### src/eac_pkg.sv
// Package for the rotation axis canonicalizer: axis index type and the
// column permutation table. No dependencies.
package eac_pkg;

  localparam int NUM_AXES  = 3;
  localparam int NUM_PERMS = 6;

  typedef logic [1:0] axis_t;
  typedef logic [2:0] perm_idx_t;

  // Column permutations, in the order in which they are scored.
  localparam axis_t PERM_TABLE [NUM_PERMS][NUM_AXES] = '{
    '{2'd0, 2'd1, 2'd2},
    '{2'd0, 2'd2, 2'd1},
    '{2'd1, 2'd0, 2'd2},
    '{2'd1, 2'd2, 2'd0},
    '{2'd2, 2'd0, 2'd1},
    '{2'd2, 2'd1, 2'd0}
  };

endpackage

### src/ellipsoid_axis_canonicalize.sv
// Rotation axis canonicalizer top level: picks the column permutation and
// signs that maximize the trace. Depends on eac_pkg.
//
//   channel | handshake          | payload
//   --------+--------------------+------------------------------------------
//   input   | in_valid, in_stall | rot_rR_cC (signed), radius_K (unsigned)
//   output  | out_valid,out_stall| out_rR_cC (signed), out_radius_K
//
// One item per cycle while out_stall is low; an accepted item passes
// through the input register, then the trace compare logic, then the
// result register.
// Reset (rst, synchronous) clears both valid flags; payload is not reset.
// A stalled result holds; the input register still accepts an item when
// the result register is empty or is being taken in the same cycle.
module ellipsoid_axis_canonicalize
  import eac_pkg::*;
#(
  parameter int ENTRY_WIDTH  = 16,
  parameter int RADIUS_WIDTH = 16
) (
  input  logic                           clk,
  input  logic                           rst,
  input  logic                           in_valid,
  output logic                           in_stall,
  input  logic signed [ENTRY_WIDTH-1:0]  rot_r0_c0,
  input  logic signed [ENTRY_WIDTH-1:0]  rot_r1_c0,
  input  logic signed [ENTRY_WIDTH-1:0]  rot_r2_c0,
  input  logic signed [ENTRY_WIDTH-1:0]  rot_r0_c1,
  input  logic signed [ENTRY_WIDTH-1:0]  rot_r1_c1,
  input  logic signed [ENTRY_WIDTH-1:0]  rot_r2_c1,
  input  logic signed [ENTRY_WIDTH-1:0]  rot_r0_c2,
  input  logic signed [ENTRY_WIDTH-1:0]  rot_r1_c2,
  input  logic signed [ENTRY_WIDTH-1:0]  rot_r2_c2,
  input  logic        [RADIUS_WIDTH-1:0] radius_0,
  input  logic        [RADIUS_WIDTH-1:0] radius_1,
  input  logic        [RADIUS_WIDTH-1:0] radius_2,
  output logic                           out_valid,
  input  logic                           out_stall,
  output logic signed [ENTRY_WIDTH-1:0]  out_r0_c0,
  output logic signed [ENTRY_WIDTH-1:0]  out_r1_c0,
  output logic signed [ENTRY_WIDTH-1:0]  out_r2_c0,
  output logic signed [ENTRY_WIDTH-1:0]  out_r0_c1,
  output logic signed [ENTRY_WIDTH-1:0]  out_r1_c1,
  output logic signed [ENTRY_WIDTH-1:0]  out_r2_c1,
  output logic signed [ENTRY_WIDTH-1:0]  out_r0_c2,
  output logic signed [ENTRY_WIDTH-1:0]  out_r1_c2,
  output logic signed [ENTRY_WIDTH-1:0]  out_r2_c2,
  output logic        [RADIUS_WIDTH-1:0] out_radius_0,
  output logic        [RADIUS_WIDTH-1:0] out_radius_1,
  output logic        [RADIUS_WIDTH-1:0] out_radius_2
);

  typedef logic signed [ENTRY_WIDTH-1:0] entry_t;
  typedef logic        [RADIUS_WIDTH-1:0] radius_t;
  typedef logic        [ENTRY_WIDTH:0]    score_t;

  localparam entry_t ENTRY_MIN = {1'b1, {(ENTRY_WIDTH-1){1'b0}}};
  localparam entry_t ENTRY_MAX = {1'b0, {(ENTRY_WIDTH-1){1'b1}}};

  function automatic entry_t neg_sat(input entry_t x);
    return (x == ENTRY_MIN) ? ENTRY_MAX : -x;
  endfunction

  function automatic entry_t abs_sat(input entry_t x);
    return (x < 0) ? neg_sat(x) : x;
  endfunction

  // Matrices are held column-major: mat[col][row].
  entry_t  mat [NUM_AXES][NUM_AXES];
  radius_t rad [NUM_AXES];
  logic    mat_valid;

  entry_t  res_mat [NUM_AXES][NUM_AXES];
  radius_t res_rad [NUM_AXES];

  entry_t    sel_mat [NUM_AXES][NUM_AXES];
  radius_t   sel_rad [NUM_AXES];
  score_t    score   [NUM_PERMS];
  score_t    lead_score;
  perm_idx_t best_perm;
  axis_t     src;
  logic      keep;
  logic      res_adv;

  assign res_adv  = !out_valid || !out_stall;
  assign in_stall = mat_valid && !res_adv;

  // Signs are independent per column, so the best sign code keeps a column
  // exactly when its diagonal entry is positive (a zero diagonal ties and
  // the earlier, negated code wins). Each permutation then scores the sum
  // of saturated magnitudes of its diagonal sources.
  always_comb begin
    for (int p = 0; p < NUM_PERMS; p++) begin
      score[p] = '0;
      for (int k = 0; k < NUM_AXES; k++) begin
        score[p] = score[p] + {1'b0, abs_sat(mat[PERM_TABLE[p][k]][k])};
      end
    end
    lead_score = score[0];
    best_perm  = '0;
    for (int p = 1; p < NUM_PERMS; p++) begin
      if (score[p] > lead_score) begin
        lead_score = score[p];
        best_perm  = perm_idx_t'(p);
      end
    end
    src  = '0;
    keep = 1'b0;
    for (int k = 0; k < NUM_AXES; k++) begin
      src  = PERM_TABLE[best_perm][k];
      keep = mat[src][k] > 0;
      for (int r = 0; r < NUM_AXES; r++) begin
        sel_mat[k][r] = keep ? mat[src][r] : neg_sat(mat[src][r]);
      end
      sel_rad[k] = rad[src];
    end
  end

  always_ff @(posedge clk) begin
    if (rst) begin
      mat_valid <= 1'b0;
      out_valid <= 1'b0;
    end else begin
      if (!in_stall) begin
        mat_valid <= in_valid;
      end
      if (res_adv) begin
        out_valid <= mat_valid;
      end
    end
  end

  always_ff @(posedge clk) begin
    if (in_valid && !in_stall) begin
      mat[0][0] <= rot_r0_c0;
      mat[0][1] <= rot_r1_c0;
      mat[0][2] <= rot_r2_c0;
      mat[1][0] <= rot_r0_c1;
      mat[1][1] <= rot_r1_c1;
      mat[1][2] <= rot_r2_c1;
      mat[2][0] <= rot_r0_c2;
      mat[2][1] <= rot_r1_c2;
      mat[2][2] <= rot_r2_c2;
      rad[0]    <= radius_0;
      rad[1]    <= radius_1;
      rad[2]    <= radius_2;
    end
    if (res_adv && mat_valid) begin
      res_mat <= sel_mat;
      res_rad <= sel_rad;
    end
  end

  assign out_r0_c0    = res_mat[0][0];
  assign out_r1_c0    = res_mat[0][1];
  assign out_r2_c0    = res_mat[0][2];
  assign out_r0_c1    = res_mat[1][0];
  assign out_r1_c1    = res_mat[1][1];
  assign out_r2_c1    = res_mat[1][2];
  assign out_r0_c2    = res_mat[2][0];
  assign out_r1_c2    = res_mat[2][1];
  assign out_r2_c2    = res_mat[2][2];
  assign out_radius_0 = res_rad[0];
  assign out_radius_1 = res_rad[1];
  assign out_radius_2 = res_rad[2];

endmodule

### config.mk
export PLATFORM = sky130hd
export DESIGN_NAME = ellipsoid_axis_canonicalize
export DESIGN_NICKNAME = d
export VERILOG_FILES = /design/src/eac_pkg.sv /design/src/ellipsoid_axis_canonicalize.sv
export SDC_FILE = /design/constraint.sdc
export NUM_CORES = 2
export LEC_CHECK = 0
export BUFFER_PORTS_ARGS = -buffer_cell sky130_fd_sc_hd__buf_2
export CAP_MARGIN = 10
export CELL_PAD_IN_SITES_DETAIL_PLACEMENT = 0
export CELL_PAD_IN_SITES_GLOBAL_PLACEMENT = 1
export CORE_ASPECT_RATIO = 0.5
export CORE_UTILIZATION = 46
export DETAILED_ROUTE_END_ITERATION = 8
export PLACE_DENSITY = 0.91
export SLEW_MARGIN = 20
export SYNTH_ARGS = -nofsm -noshare
export SYNTH_HDL_FRONTEND = slang
export SYNTH_SLANG_ARGS = --single-unit
### constraint.sdc
create_clock -name clk -period 20.8 [get_ports clk]
set_clock_uncertainty 0.1 [all_clocks]
set_input_delay 1.04 -clock clk [delete_from_list [all_inputs] [get_ports clk]]
set_output_delay 1.04 -clock clk [all_outputs]
set_load 0.01 [all_outputs]
==> impl_metrics.py <==
metrics = {
    "status": {
        "status": "complete, no violations",
    },
    "synthesis": {
        "async_flop_share_pct": 0,
        "synth_edf_count": 384,
        "syn_inst": 3550,
        "synth.net_count": 4044,
        "synth_xor_area_share_pct": 5.27,
        "synthDistinctLibCells": 97,
        "synth_fa_ha_area_share_pct": 13.8,
        "synth_area_um2": 32200,
        "yosysSeqAreaShare_pct": 35.9,
        "avgSynthCellArea_um2": 9.08,
        "yosys.area_share.simple_pct": 17.8,
        "yosysWarnings": 0,
        "ys_ff_latch": 386,
        "synthFlopType": "edfxtp_1",
        "synth_mux_area_share_pct": 1.69,
        "synth_compound_area_share_pct": 20.4,
        "synth_top_family_by_area": "compound AO/OA/AOI/OAI gates",
    },
    "grt": {
        "grt_pass1_wl_um": 202000,
        "track_usage_pct": 39.3,
        "grt_pass1_vias": 29600,
        "grt_max_degree": 84,
        "overflow": 0,
        "antenna_found_initial": 8,
    },
    "sta": {
        "finalSetupViolations": 0,
        "slew_headroom_pct": 17.2,
        "rsz0062_at_grt": "no",
        "timing.setup.tns_ns": 0,
        "min_period_ns": 19.80,
        "fin_crit_sh_pct": 95.2,
        "fmax_mhz": 50.5,
        "tightestPinTransition_ns": 1.21,
        "hold_viol_final": 0,
        "slew_violations": 0,
    },
    "cts": {
        "cts_max_path_buffers": 3,
        "postCtsHoldBufs": 0,
        "cts_root_buf": "clkbuf_16",
        "clock_latency_ns": 0.59,
        "cts.clk_slew.worst_paths_ns": 0.06,
        "cts_post_setup_buffers_inserted": 0,
        "clock_sinks": 386,
        "htreeDepth": 2,
        "cts_tree": "yes",
        "ctsResizeCount": 0,
        "cts_buffers": 40,
    },
    "die": {
        "dieArea_um2": 71200,
        "core_area_um2": 69200,
        "die_x_um": 376,
        "num_rows": 68,
        "io-pin-count": 390,
        "die_h_um": 189,
        "start_util_pct": 46.6,
    },
    "routing": {
        "totalWireLength_um": 144000,
        "detailedRoute.firstPassIterationCount": 7,
        "drt-initial-drc-count": 5080,
        "via_count": 32200,
        "drcViolationCount": 0,
        "routed_via_density": 6.34,
        "antenna_left": 0,
        "routedWlPerCell_um": 28.4,
    },
    "critical_path": {
        "start_kind": "register",
        "slowest_stage": "or4_1",
        "critPathTopFamily": "simple AND/OR/NAND/NOR gates",
        "critPathCaptureType": "register",
        "critical_path_class": "reg2reg",
        "cpMostUsedCell": "ha_1",
        "worstPathRequired_ns": 21.05,
        "arrival_ns": 20.05,
        "worst-path-buf-inv": 11,
        "cpPeakStageDelay_ns": 0.76,
        "path_max_fanout": 26,
    },
    "layout": {
        "nets": 4597,
        "final_common_cell": "nand2_1",
        "final_cells": 5080,
        "fillers": 6239,
        "area_growth_pct": 19.3,
        "drive_above_1_share_pct": 21.2,
        "layout_common_cells": "nand2_1, buf_2, edfxtp_1, nor2_1, buf_4",
    },
    "place": {
        "gp_congestion": 1.11,
        "place_hpwl_um": 117000,
        "numPortBuffers": 389,
        "post-place-cells": 5005,
    },
    "job": {
        "max_cap_viol_count": 0,
    },
    "worst_hold_path": {
        "hp-class": "reg2reg",
    },
}
==> cells by family after synthesis <==
logic type	count (synthesis)
multiplexers	53
XOR/XNOR	194
buffers and inverters	426
adder cells (fa/ha/maj)	300
AO/OA/AOI/OAI	959
AND/OR/NAND/NOR	1232
flip-flops	386
==> worst register-to-register path: cells and delay by family, from the launching register on <==
kind,cells,cell delay (ns)
flops,1,0.45
mux,2,0.74
xor+xnor,2,0.51
buf+inv,11,2.14
simple gates,29,7.72
compound gates,20,5.71
fa+ha+maj,8,2.27
==> per-layer routing <==
metal | global-route usage, % | routed length, um | up-vias
met5 | 0 | 20 | -
met3 | 15.3 | 21100 | 338
met4 | 14.0 | 5470 | 2
met1 | 53.4 | 58200 | 15600
li1 | - | - | 14200
met2 | 56.6 | 59400 | 2086
==> per-stage QoR <==
stage	utilization [%]	setup WS [ns]	hold slack [ns]	area, um^2
floorplan	-	3.18	0.344	32200
global placement	53.8	0.943	0.364	37200
detailed placement	53.8	0.821	0.384	37200
CTS	55.5	0.707	0.398	38400
global route	55.6	0.112	0.423	38500
finish	55.6	1.00	0.392	38500
==> registers in the layout (all words and copies together), names as in the netlist <==
signal	flops
out_r0_c0	16
out_r0_c1	16
out_valid	1
out_r0_c2	16
out_radius_1	16
rad	48
out_r2_c1	16
mat	144
out_r1_c2	16
out_r2_c2	16
out_r1_c1	16
out_radius_0	16
out_r2_c0	16
mat_valid	1
out_radius_2	16
out_r1_c0	16
==> Yosys cell counts (all sizes together) (26+ instances only) <==
cell type,count,area (um^2)
nand2,443,1670
edfxtp,384,11500
nor2,339,1270
inv,231,867
a21oi,207,1040
ha,204,2550
o21ai,159,807
clkbuf,126,473
xnor2,104,911
fa,94,1880
a31oi,91,569
xor2,90,788
nor3,76,380
nand3,75,375
buf,69,327
a21o,62,465
o31ai,51,383
o21a,43,323
mux2i,41,410
nor4,41,293
a222oi,38,380
o211ai,37,288
a211oi,35,280
and2,35,219
and3,34,213
or2,34,213
a221oi,27,236
o21bai,27,203
nand4,26,163
==> final cells by class <==
class	count	area (um^2)	area share [%]
antenna	3	7.51	0.0195
tap	945	1180	3.07
sequential	386	11600	30.1
multi-input combinational	2738	19200	49.8
clock inverter	17	149	0.387
inverter	231	867	2.25
clock buffer	54	1070	2.79
timing repair buffer	706	4440	11.6
==> path summary, 6_finish.rpt <==
kind                             to  cells past startpoint  slack (ns)                   start
min reg2reg  out_valid$_SDFFE_PP0N_                      2        0.39  mat_valid$_SDFFE_PP0N_
max          out_r1_c2[6]$_DFFE_PP_                     72        1.00    mat[0][32]$_DFFE_PP_
max reg2reg  out_r1_c2[6]$_DFFE_PP_                     72        1.00    mat[0][32]$_DFFE_PP_
min          out_valid$_SDFFE_PP0N_                      2        0.39  mat_valid$_SDFFE_PP0N_
Power is not shown: default switching activity piles up to over one toggle a cycle in this logic, so the estimate is an artifact.
